<file path="src/sv/sfa_pkg.sv">
package sfa_pkg;

    // Slab geometry.
    localparam int PAGE_BYTES     = 4096;
    localparam int BIG_SLAB_PAGES = 4;
    localparam int CONTROL_BYTES  = 48;
    localparam int MAX_BLOCKS     = 2048;

    // Field widths.
    localparam int ADDR_W   = 48;
    localparam int SIZE_W   = 16;
    localparam int ALIGN_W  = 13;
    localparam int STRIDE_W = 17;
    localparam int CMD_W    = 2;
    localparam int STATUS_W = 2;
    localparam int CNT_W    = $clog2(MAX_BLOCKS + 1);
    localparam int IDX_W    = $clog2(MAX_BLOCKS);

    // Largest distance from the aligned start to the control bytes.
    localparam int SPAN_W = $clog2(BIG_SLAB_PAGES * PAGE_BYTES + 1);
    // Largest offset of a block address from the first block.
    localparam int OFF_W  = STRIDE_W + IDX_W;
    localparam int PROD_W = STRIDE_W + CNT_W;
    localparam int NB_W   = $clog2(ADDR_W + 1);

    // A block size up to this fits a one-page slab.
    localparam int SMALL_MAX = PAGE_BYTES / 8;

    // Configuration port.
    localparam int CFG_W     = ADDR_W;
    localparam int CFG_IDX_W = 2;
    localparam logic [CFG_IDX_W-1:0] REG_REGION_BASE = 2'd0;
    localparam logic [CFG_IDX_W-1:0] REG_BLOCK_SIZE  = 2'd1;
    localparam logic [CFG_IDX_W-1:0] REG_ALIGNMENT   = 2'd2;

    // Command codes.
    localparam logic [CMD_W-1:0] CMD_INIT  = 2'd0;
    localparam logic [CMD_W-1:0] CMD_ALLOC = 2'd1;
    localparam logic [CMD_W-1:0] CMD_FREE  = 2'd2;

    // Status codes.
    localparam logic [STATUS_W-1:0] ST_OK    = 2'd0;
    localparam logic [STATUS_W-1:0] ST_EMPTY = 2'd1;
    localparam logic [STATUS_W-1:0] ST_RANGE = 2'd2;

    typedef enum logic [1:0] {
        OP_INIT  = 2'd0,
        OP_ALLOC = 2'd1,
        OP_FREE  = 2'd2,
        OP_NOP   = 2'd3
    } op_t;

    typedef struct packed {
        op_t               op;
        logic [ADDR_W-1:0] addr;
    } item_t;

    typedef struct packed {
        logic [ADDR_W-1:0]  region_base;
        logic [SIZE_W-1:0]  block_size;
        logic [ALIGN_W-1:0] alignment;
    } cfg_t;

    typedef struct packed {
        logic                start;
        logic [NB_W-1:0]     nbits;
        logic [ADDR_W-1:0]   dividend;
        logic [STRIDE_W-1:0] divisor;
    } div_req_t;

    typedef struct packed {
        logic                done;
        logic [ADDR_W-1:0]   quotient;
        logic [STRIDE_W-1:0] remainder;
    } div_rsp_t;

endpackage

</file>
<file path="src/sv/sfa_front.sv">
module sfa_front (
    input  logic                          clk,
    input  logic                          rst_n,
    input  logic                          push,
    output logic                          full,
    input  logic [sfa_pkg::CMD_W-1:0]     cmd,
    input  logic [sfa_pkg::ADDR_W-1:0]    block_address,
    output logic                          item_valid,
    output sfa_pkg::item_t                item,
    input  logic                          take
);
    import sfa_pkg::*;

    item_t      slot_reg [2];
    logic       wr_ptr_reg, wr_ptr_next;
    logic       rd_ptr_reg, rd_ptr_next;
    logic [1:0] count_reg, count_next;
    logic       do_push, do_pop;
    item_t      in_item;

    // Classify the command as it comes in.
    always_comb
    begin
        in_item.addr = block_address;
        case (cmd)
            CMD_INIT:  in_item.op = OP_INIT;
            CMD_ALLOC: in_item.op = OP_ALLOC;
            CMD_FREE:  in_item.op = OP_FREE;
            default:   in_item.op = OP_NOP;
        endcase
    end

    assign full       = (count_reg == 2'd2);
    assign item_valid = (count_reg != 2'd0);
    assign item       = slot_reg[rd_ptr_reg];
    assign do_push    = push && !full;
    assign do_pop     = take && item_valid;

    always_comb
    begin
        wr_ptr_next = do_push ? !wr_ptr_reg : wr_ptr_reg;
        rd_ptr_next = do_pop ? !rd_ptr_reg : rd_ptr_reg;
        count_next  = count_reg;
        if (do_push && !do_pop)
        begin
            count_next = count_reg + 2'd1;
        end
        else if (do_pop && !do_push)
        begin
            count_next = count_reg - 2'd1;
        end
    end

    always_ff @(posedge clk or negedge rst_n)
    begin
        if (!rst_n)
        begin
            wr_ptr_reg <= 1'b0;
            rd_ptr_reg <= 1'b0;
            count_reg  <= 2'd0;
        end
        else
        begin
            wr_ptr_reg <= wr_ptr_next;
            rd_ptr_reg <= rd_ptr_next;
            count_reg  <= count_next;
        end
    end

    always_ff @(posedge clk)
    begin
        if (do_push)
        begin
            slot_reg[wr_ptr_reg] <= in_item;
        end
    end

endmodule

</file>
<file path="config.mk">
export PLATFORM = sky130hd
export DESIGN_NAME = sfa_front
export DESIGN_NICKNAME = d
export VERILOG_FILES = /design/src/sv/sfa_pkg.sv /design/src/sv/sfa_front.sv
export SDC_FILE = /design/constraint.sdc
export NUM_CORES = 1
export LEC_CHECK = 0
export BUFFER_PORTS_ARGS = -buffer_cell sky130_fd_sc_hd__buf_2
export CORE_UTILIZATION = 50
export DETAILED_ROUTE_END_ITERATION = 6
export GPL_ROUTABILITY_DRIVEN = 0
export PLACE_DENSITY = 0.82
export SLEW_MARGIN = 30
export SYNTH_ARGS = -nofsm -noshare
export SYNTH_HDL_FRONTEND = slang
export SYNTH_SLANG_ARGS = --single-unit
</file>
<file path="constraint.sdc">
create_clock -name clk -period 3.7 [get_ports clk]
set_input_delay 0.185 -clock clk [delete_from_list [all_inputs] [get_ports clk]]
set_output_delay 0.185 -clock clk [all_outputs]
set_load 0.01 [all_outputs]
</file>
After elaboration in Yosys (flattened, before gate mapping)
Memory sizes are Yosys's and may differ from the RTL's.
Cells that the tools add are included.
{"block": "classes", "n_addsub": 2, "eq_ne": 3, "mux": 5, "n_reduce_logical": 12}
{"operator": "one-hot mux 2 bit (3 select lines)", "count": 1}
{"operator": "logical NOT 1 bit", "count": 5}
{"operator": "equality test 2 bit (second input constant)", "count": 2}
{"operator": "logical AND 1 bit", "count": 4}
{"operator": "two-way mux 2 bit", "count": 2}
{"operator": "nonzero test 2 bit", "count": 2}
{"operator": "adder 2 x 1 -> 2 bit (second input constant)", "count": 1}
{"operator": "equality test 2 x 1 -> 1 bit (second input constant)", "count": 1}
{"operator": "logical NOT 2 bit", "count": 1}
{"operator": "two-way mux 1 bit", "count": 2}
{"operator": "subtractor 2 x 1 -> 2 bit (second input constant)", "count": 1}
{"block": "word_totals", "wordCells": 26, "output_inout_bits": 52, "ff_bits": 4, "ramBits": 100, "memories": 1}
{"memory": "slot_reg", "depth": 2, "width": 50, "rd": 1, "rd_clocked_by_memory_dff": 0, "write_ports": 1, "line": "sfa_front.sv:14", "source": "item_t slot_reg [2];"}

Logic depth before layout (Yosys ltp)
Gate-level depths: netlist (run 1).
{"block": "logic_depth", "word_depth": 7, "depth_mapped": 7, "ltp_nobuf": 7}

Worst setup path after synthesis (run 1)
OpenSTA, ideal clock, no wires.
{"block": "synth_path", "kind": "flip-flop to flip-flop", "startpoint": "reg count_reg[0]", "endpoint": "mem slot_reg[0][0] (netlist bit) (enable)", "slack_ns": 0.521, "n_path_buf": 0, "setup_time_ns": 0.458, "arrival_ns": 2.721, "path_stages_with_launch": 4, "synth_period_minus_slack_ns": 3.179, "path_cell_list": "dfrtp_1 > nand2b_1 > nand2_1 > nor2_1"}
{"block": "synth_via", "elab_chain_len": 5}
{"element": "start: declaration", "line": "sfa_front.sv:17", "source": "logic [1:0] count_reg, count_next;"}
{"element": "start signal: assignment", "line": "sfa_front.sv:66", "source": "count_reg <= count_next;"}
{"element": "equality test 2 bit", "line": "sfa_front.sv:33", "source": "assign full = (count_reg == 2'd2);"}
{"element": "logical NOT 1 bit", "line": "sfa_front.sv:36", "source": "assign do_push = push && !full;"}
{"element": "logical AND 1 bit", "line": "sfa_front.sv:36"}
{"element": "two-way mux 1 bit", "line": "sfa_front.sv:72", "source": "if (do_push)"}
{"element": "two-way mux 1 bit (not written as such)", "line": "sfa_front.sv:74", "source": "slot_reg[wr_ptr_reg] <= in_item;"}
{"element": "end: declaration", "line": "sfa_front.sv:14"}
Every way passes these cells.

==> results.sh, run 1 <==
export IMPL_worstHoldStart="block_address[21]"
export IMPL_detail_route_first_pass_iterations=4
export IMPL_synth_top_area_share_pct=73.8
export IMPL_number_of_different_library_cells_in_the_post_synthesis_netlist=16
export IMPL_syn2layout_area_growth_pct=21.9
export IMPL_floorplan_die_width_um=92.2
export IMPL_synth_nets=232
export IMPL_avgViaCountPerCell=4.76
export IMPL_final_period_minus_worst_setup_slack_ns=2.16
export IMPL_port_buffers=105
export IMPL_tritoncts="done"
export IMPL_ctsHoldBuffers=2
export IMPL_synth_cells_most_frequent="sky130_fd_sc_hd__edfxtp_1 (100), sky130_fd_sc_hd__mux2_4 (49), sky130_fd_sc_hd__buf_12 (5)"
export IMPL_num_antenna_cells=0
export IMPL_grt_use_total_pct=15.7
export IMPL_drc_errors=0
export IMPL_period_share_pct=58.4
export IMPL_post_synth_inst_count=177
export IMPL_p_per_area_nw_per_um2=748
export IMPL_postSynthRegisterBits=104
export IMPL_instances_no_fill=406
export IMPL_critical_path_top_delay_family="flip-flops"
export IMPL_first_global_vias=1953
export IMPL_timing_fmax_mhz=463
export IMPL_timing_max_cap_violations=0
export IMPL_register_area_share_after_synthesis_pct=76.3
export IMPL_clock_sinks=104
export IMPL_cts_resized_gates=0
export IMPL_final_antenna_net_count=0
export IMPL_die_h_um=92.2
export IMPL_hold_path_endpoint="slot_reg[0][21]"
export IMPL_cts_buffers_inserted=9
export IMPL_combPwrFrac_pct=31.1
export IMPL_synth_warnings=0
export IMPL_power_frac_clock_pct=19.3
export IMPL_cts_root_buffer_cell="sky130_fd_sc_hd__clkbuf_8"
export IMPL_power_frac_seq_pct=49.6
export IMPL_die_area_sq_um=8500
export IMPL_cp_data_arrival_time_ns=1.98
export IMPL_worstHoldPathType="input port to register"
export IMPL_setup_crit_path_kind="register to primary output"
export IMPL_timing_critical_path_buf_inv=1
export IMPL_timing_critical_path_slowest_cell_delay_ns=1.07
export IMPL_multiInputGateArea_sq_um=850
export IMPL_critical_path_slowest_cell="sky130_fd_sc_hd__dfrtp_4"
export IMPL_clk_pin_slew_ns=0.09
export IMPL_post_dp_hpwl_um=4130
export IMPL_finalSetupViolations=0
export IMPL_grt_pass1_wl_um=9690
export IMPL_finalSetupTns_ns=0
export IMPL_cts_path_max_buffers=2
export IMPL_place_worst_setup_slack_ns=1.67
export IMPL_fill_cell_count=568
export IMPL_drive_gt1_share_pct=55.9
export IMPL_synth_enable_flop_cells=100
export IMPL_dr_first_iter_drc_count=123
export IMPL_drt_total_wl_um=6330
export IMPL_largest_register_ff_count=100
export IMPL_synth_area_leader_cell="sky130_fd_sc_hd__edfxtp_1"
export IMPL_worst_r2r_path_depth=4
export IMPL_grt_setup_unrepaired="false"
export IMPL_post_place_cells=377
export IMPL_initial_utilization_pct=52.1
export IMPL_num_vias=1932
export IMPL_crit_chain="mux2_2 -> buf_2"
export IMPL_num_nets_final=354
export IMPL_netlist_area_sq_um=4070
export IMPL_async_flop_share_pct=3.85
export IMPL_critical_path_required_ns=3.51
export IMPL_grt_start_max_net_pins=52
export IMPL_endpoint_kind="primary output"
export IMPL_htree_num_levels=3
export IMPL_maxSlewHeadroom_pct=36.7
export IMPL_cellInternalPower_w=0.00265
export IMPL_max_vdd_ir_drop_mv=0.492
export IMPL_static_leakage_power_nw=2.01
export IMPL_postCtsSetupRepairBufs=0
export IMPL_synth_top_flop_cell="sky130_fd_sc_hd__edfxtp_1"
export IMPL_maxSlewViolCount=0
export IMPL_rows=32
export IMPL_netSwitchingFraction_pct=28.4
export IMPL_setup_slack_after_layout_ns=1.54
export IMPL_cp_max_fo=51
export IMPL_worst_hold_path_num_cells=1
export IMPL_overflow=0
export IMPL_synth_area_top_cells="sky130_fd_sc_hd__edfxtp_1 (74%), sky130_fd_sc_hd__mux2_4 (18%), sky130_fd_sc_hd__buf_12 (2.5%)"
export IMPL_io_pin_count=106
export IMPL_placeableCoreArea_sq_um=7810
export IMPL_layout_core_utilization_pct=63.5
export IMPL_r2r_end="slot_reg[0][4]"
export IMPL_skew_ns=0.00832
export IMPL_clock_network_latency_to_the_later_pin_of_the_worst_skew_pair_ns=0.35
export IMPL_synth_most_common_cell="sky130_fd_sc_hd__edfxtp_1"
export IMPL_synthesis_area_per_instance_sq_um=23.0
export IMPL_sequential_cell_area_sq_um=3110
export IMPL_final_hold_viol_count=0
export IMPL_worstReg2RegStart="count_reg[0]"
export IMPL_worst_slew_pin_slew_ns=0.949
export IMPL_avg_wl_per_cell_um=15.6
export IMPL_critPathLaunchType="register"
export IMPL_grt_antenna_before_repair=0
export IMPL_run_status="finished clean"
export IMPL_power_switching_w=0.00105
export IMPL_setup_reg_to_reg_worst_slack_ns=1.67
[worst reg2reg max path, stage by stage (launching register included)]
cell	delay [ns]
sky130_fd_sc_hd__dfrtp_1	0.42
sky130_fd_sc_hd__nand2b_1	0.18
sky130_fd_sc_hd__nand2_1	0.15
sky130_fd_sc_hd__nor2_4	0.42
sky130_fd_sc_hd__buf_4	0.50
[stage by stage]
| step | hold WS (ns) | total power (W) | cell area [sq um] |
|---|---|---|---|
| after floorplan | -0.111 | 0.00273 | 4070 |
| final | 0.0195 | 0.00371 | 4960 |
| after global routing | 0.0000852 | 0.00390 | 4960 |
| after detailed placement | -0.000682 | 0.00303 | 4620 |
| after CTS | 0.0000138 | 0.00375 | 4850 |
| after global placement | -0.00641 | 0.00299 | 4620 |
[cell usage in the layout, fill, tap and decap left out]
master	instances
sky130_fd_sc_hd__dlygate4sd3_1	13
sky130_fd_sc_hd__nor2_4	1
sky130_fd_sc_hd__edfxtp_1	100
sky130_fd_sc_hd__dfrtp_1	3
sky130_fd_sc_hd__nand2_1	2
sky130_fd_sc_hd__ha_1	1
sky130_fd_sc_hd__buf_2	105
sky130_fd_sc_hd__buf_4	1
sky130_fd_sc_hd__dfrtp_4	1
sky130_fd_sc_hd__bufinv_16	2
sky130_fd_sc_hd__mux2_4	49
sky130_fd_sc_hd__inv_1	2
sky130_fd_sc_hd__nand2b_1	1
sky130_fd_sc_hd__clkbuf_1	2
sky130_fd_sc_hd__nor2_1	1
sky130_fd_sc_hd__mux2_2	1
sky130_fd_sc_hd__xnor2_1	3
sky130_fd_sc_hd__clkbuf_8	9
sky130_fd_sc_hd__or2_1	1
sky130_fd_sc_hd__and3_4	1
sky130_fd_sc_hd__xor2_1	2
sky130_fd_sc_hd__clkinv_1	3
[worst max-delay path by stage]
stage | slack (ns) | endpoint | cells after the start | start
2_1_floorplan | 0.52 | slot_reg[0][0] | 3 | count_reg[0]
3_3_place_gp | 1.74 | slot_reg[0][4] | 4 | count_reg[0]
3_5_place_dp | 1.67 | slot_reg[0][45] | 4 | count_reg[0]
4_1_cts | 1.50 | item[44] | 2 | rd_ptr_reg
5_1_grt | 1.43 | item[44] | 2 | rd_ptr_reg
6_report | 1.54 | item[44] | 2 | rd_ptr_reg
[layout make-up]
| cell class | instances | area share [%] |
|---|---|---|
| multi-input cells | 63 | 17.1 |
| clock buffers | 11 | 2.65 |
| flip-flops and latches | 104 | 62.7 |
| inverters | 2 | 0.151 |
| repair buffers | 119 | 13.4 |
| clock inverters | 5 | 1.44 |
| well taps | 102 | 2.57 |
[layer usage]
metal / global-route usage (%) / vias to the layer above / part of all wire [%] / wire length [um]
met5: 0 / - / 0 / 0
met4: 6.64 / 0 / 1.7 / 106
met3: 4.39 / 10 / 5.5 / 351
met2: 27.4 / 72 / 52 / 3270
met1: 18.1 / 923 / 41 / 2600
li1: - / 927 / - / -
[power groups by stage]
stage	Clock [W]	Combinational (W)	Sequential, W
6_report	0.000714	0.00115	0.00184
2_1_floorplan	0	0.00102	0.00171
3_5_place_dp	0	0.00116	0.00187
3_3_place_gp	0	0.00113	0.00186
4_1_cts	0.000734	0.00117	0.00185
5_1_grt	0.000780	0.00124	0.00188
[logic make-up (layout without fill, tap and decap cells)]
| logic type | count (synthesis) | in the layout | synth area share, % |
|---|---|---|---|
| flip-flops | 104 | 104 | 76.3 |
| XOR/XNOR | 5 | 5 | 1.08 |
| multiplexers | 50 | 50 | 18.4 |
| AND/OR/NAND/NOR | 7 | 7 | 0.831 |
| adder cells (fa/ha/maj) | 1 | 1 | 0.308 |
| buffers and inverters | 10 | 137 | 3.11 |
Power figures use the tool's default switching activity.
==> run 2, diff against run 1 <==
- ABC_AREA: not set -> 1
- PLACE_DENSITY: 0.82 -> 0.83
- clock period: 3.7 -> 2.2 ns (I/O delays scaled with it)
==> results.sh, run 2 <==
export IMPL_mostFrequentLayoutCells="sky130_fd_sc_hd__nand2_1 (158), sky130_fd_sc_hd__buf_2 (105), sky130_fd_sc_hd__edfxtp_1 (100)"
export IMPL_final_period_minus_worst_setup_slack_ns=1.86
export IMPL_cts_root_buffer_cell="sky130_fd_sc_hd__clkbuf_8"
export IMPL_synthesis_area_per_instance_sq_um=13.3
export IMPL_tritoncts="done"
export IMPL_grt_antenna_before_repair=1
export IMPL_synth_area_top_cells="sky130_fd_sc_hd__edfxtp_1 (76%), sky130_fd_sc_hd__nand2_1 (15%), sky130_fd_sc_hd__dfrtp_1 (2.5%)"
export IMPL_first_global_vias=2666
export IMPL_ctsHoldBuffers=51
export IMPL_die_area_sq_um=8220
export IMPL_period_share_pct=84.4
export IMPL_place_worst_setup_slack_ns=0.683
export IMPL_worstReg2RegStart="count_reg[1]"
export IMPL_timing_fmax_mhz=538
export IMPL_finalSetupViolations=0
export IMPL_max_vdd_ir_drop_mv=0.792
export IMPL_htree_num_levels=3
export IMPL_io_pin_count=106
export IMPL_detail_route_first_pass_iterations=4
export IMPL_grt_start_max_net_pins=52
export IMPL_port_buffers=105
export IMPL_synth_mux_area_fraction_pct=0
export IMPL_async_flop_share_pct=3.85
export IMPL_drt_total_wl_um=7550
export IMPL_cp_max_fo=28
export IMPL_synth_nets=350
export IMPL_timing_max_cap_violations=0
export IMPL_clock_sinks=104
export IMPL_synthAdderAreaFrac_pct=0.318
export IMPL_grt_setup_unrepaired="false"
export IMPL_worstSetupStartpoint="rd_ptr_reg"
export IMPL_final_hold_viol_count=0
export IMPL_critical_path_required_ns=2.09
export IMPL_grt_use_total_pct=19.2
export IMPL_run_status="finished clean"
export IMPL_critPathMostFrequentCell="sky130_fd_sc_hd__nand2_1"
export IMPL_final_antenna_net_count=0
export IMPL_number_of_different_library_cells_in_the_post_synthesis_netlist=18
export IMPL_clock_network_latency_to_the_later_pin_of_the_worst_skew_pair_ns=0.35
export IMPL_worstHoldPathType="input port to register"
export IMPL_setup_reg_to_reg_worst_slack_ns=0.67
export IMPL_post_dp_hpwl_um=4410
export IMPL_synth_warnings=0
export IMPL_postCtsSetupRepairBufs=0
export IMPL_crit_chain="buf_4 -> nand2_1 -> nand2_1 -> buf_2"
export IMPL_p_per_area_nw_per_um2=1160
export IMPL_placeableCoreArea_sq_um=7410
export IMPL_num_vias=2626
export IMPL_synth_top_flop_cell="sky130_fd_sc_hd__edfxtp_1"
export IMPL_cts_path_max_buffers=2
export IMPL_postSynthRegisterBits=104
export IMPL_initial_utilization_pct=53.0
export IMPL_synth_top_area_share_pct=76.4
export IMPL_finalSetupTns_ns=0
export IMPL_setup_slack_after_layout_ns=0.343
export IMPL_worst_r2r_path_depth=6
export IMPL_skew_ns=0.00768
export IMPL_cts_resized_gates=0
export IMPL_critical_path_endpoint="item[43]"
export IMPL_maxSlewHeadroom_pct=67.3
export IMPL_largest_register_ff_count=100
export IMPL_grt_pass1_wl_um=11800
export IMPL_synthXorXnorAreaFrac_pct=0.223
export IMPL_fin_hold_ws_ns=0.0190
export IMPL_die_h_um=90.7
export IMPL_floorplan_die_width_um=90.7
export IMPL_timing_critical_path_slowest_cell_delay_ns=0.69
export IMPL_register_area_share_after_synthesis_pct=79.0
export IMPL_synth_top_family_by_area="simple AND/OR/NAND/NOR gates"
export IMPL_cts_buffers_inserted=9
export IMPL_overflow=0
export IMPL_maxSlewViolCount=0
export IMPL_static_leakage_power_nw=2.26
export IMPL_synth_area_leader_cell="sky130_fd_sc_hd__edfxtp_1"
export IMPL_syn2layout_area_growth_pct=32.6
export IMPL_drc_errors=0
export IMPL_setup_crit_path_kind="register to primary output"
export IMPL_cp_data_arrival_time_ns=1.75
export IMPL_endpoint_kind="primary output"
export IMPL_synth_cells_most_frequent="sky130_fd_sc_hd__nand2_1 (158), sky130_fd_sc_hd__edfxtp_1 (100), sky130_fd_sc_hd__buf_6 (7)"
export IMPL_avg_wl_per_cell_um=13.5
export IMPL_dr_first_iter_drc_count=95
export IMPL_netlist_area_sq_um=3930
export IMPL_worst_slew_pin_slew_ns=0.490
export IMPL_worst_hold_path_num_cells=3
export IMPL_drive_gt1_share_pct=29.0
export IMPL_rows=31
export IMPL_num_nets_final=509
export IMPL_mostFrequentLayoutCell="sky130_fd_sc_hd__nand2_1"
export IMPL_synth_enable_flop_cells=100
export IMPL_clk_pin_slew_ns=0.08
export IMPL_critical_path_slowest_cell="sky130_fd_sc_hd__dfrtp_2"
export IMPL_synth_compound_gate_area_share_pct=0.127
export IMPL_synth_most_common_cell="sky130_fd_sc_hd__nand2_1"
export IMPL_critPathLaunchType="register"
export IMPL_post_synth_inst_count=295
export IMPL_r2r_end="slot_reg[0][32]"
export IMPL_avgViaCountPerCell=4.70
export IMPL_post_synth_and_or_nand_nor_area_fraction_pct=16.5
run 2: cell types whose count changed after synthesis, moves of 2 or more:
cell | previous run | this run
sky130_fd_sc_hd__buf_6 | 1 | 7
sky130_fd_sc_hd__inv_1 | 2 | 6
sky130_fd_sc_hd__mux2_4 | 49 | 0
sky130_fd_sc_hd__nand3_1 | 0 | 2
sky130_fd_sc_hd__nand2_1 | 2 | 158
sky130_fd_sc_hd__xor2_1 | 2 | 0
sky130_fd_sc_hd__xnor2_1 | 3 | 1
sky130_fd_sc_hd__buf_12 | 5 | 0
sky130_fd_sc_hd__buf_4 | 0 | 4
sky130_fd_sc_hd__nand2_2 | 0 | 3
run 2: worst max-delay path: cells and delay by family (launching register included):
kind,cells,cell delay (ns)
and+or+nand+nor,2,0.18
buffers and inverters,2,0.52
DFF,1,0.69
run 2: cells by family after synthesis:
| family | count (synthesis) |
|---|---|
| simple gates | 167 |
| flops | 104 |
| buf+inv | 21 |
| compound gates | 1 |
| xor+xnor | 1 |
| fa+ha+maj | 1 |
run 2: report_power, final:
group	switching [W]	total, W	internal [W]
clock network	0.000583	0.00111	0.000525
registers	0.000193	0.00289	0.00270
logic	0.00133	0.00206	0.000734
run 2: stage by stage:
step | cells | area (sq um) | util, % | total power (W)
floorplan | 295 | 3940 | - | 0.00425
global placement | 491 | 4510 | 60.9 | 0.00486
global route | 559 | 5210 | 70.3 | 0.00642
finish | 559 | 5210 | 70.3 | 0.00606
detailed placement | 491 | 4510 | 60.9 | 0.00492
CTS | 558 | 5210 | 70.3 | 0.00608
run 2: how the worst min path moves through the flow:
| stage | startpoint | slack [ns] | endpoint |
|---|---|---|---|
| floorplan | rst_n | -0.19 | count_reg[0] |
| global placement | rst_n | -0.08 | count_reg[0] |
| detailed placement | rst_n | -0.08 | count_reg[0] |
| CTS | take | 0.00006 | rd_ptr_reg |
| global route | take | 0.02 | rd_ptr_reg |
| finish | take | 0.02 | rd_ptr_reg |
run 2: area by class of cell:
type	count	area [sq um]
tap	99	124
multi-input combinational	170	683
antenna	1	2.50
inverter	8	35.0
timing repair buffer	161	1070
fill	513	2200
sequential	104	3100
clock inverter	5	57.6
clock buffer	11	131
run 2: per-layer routing:
layer | share of wire [%] | track usage (%)
met5 | 0 | 0
met4 | 2.2 | 9.54
met3 | 6.3 | 4.55
met2 | 52 | 35.0
met1 | 39 | 20.6
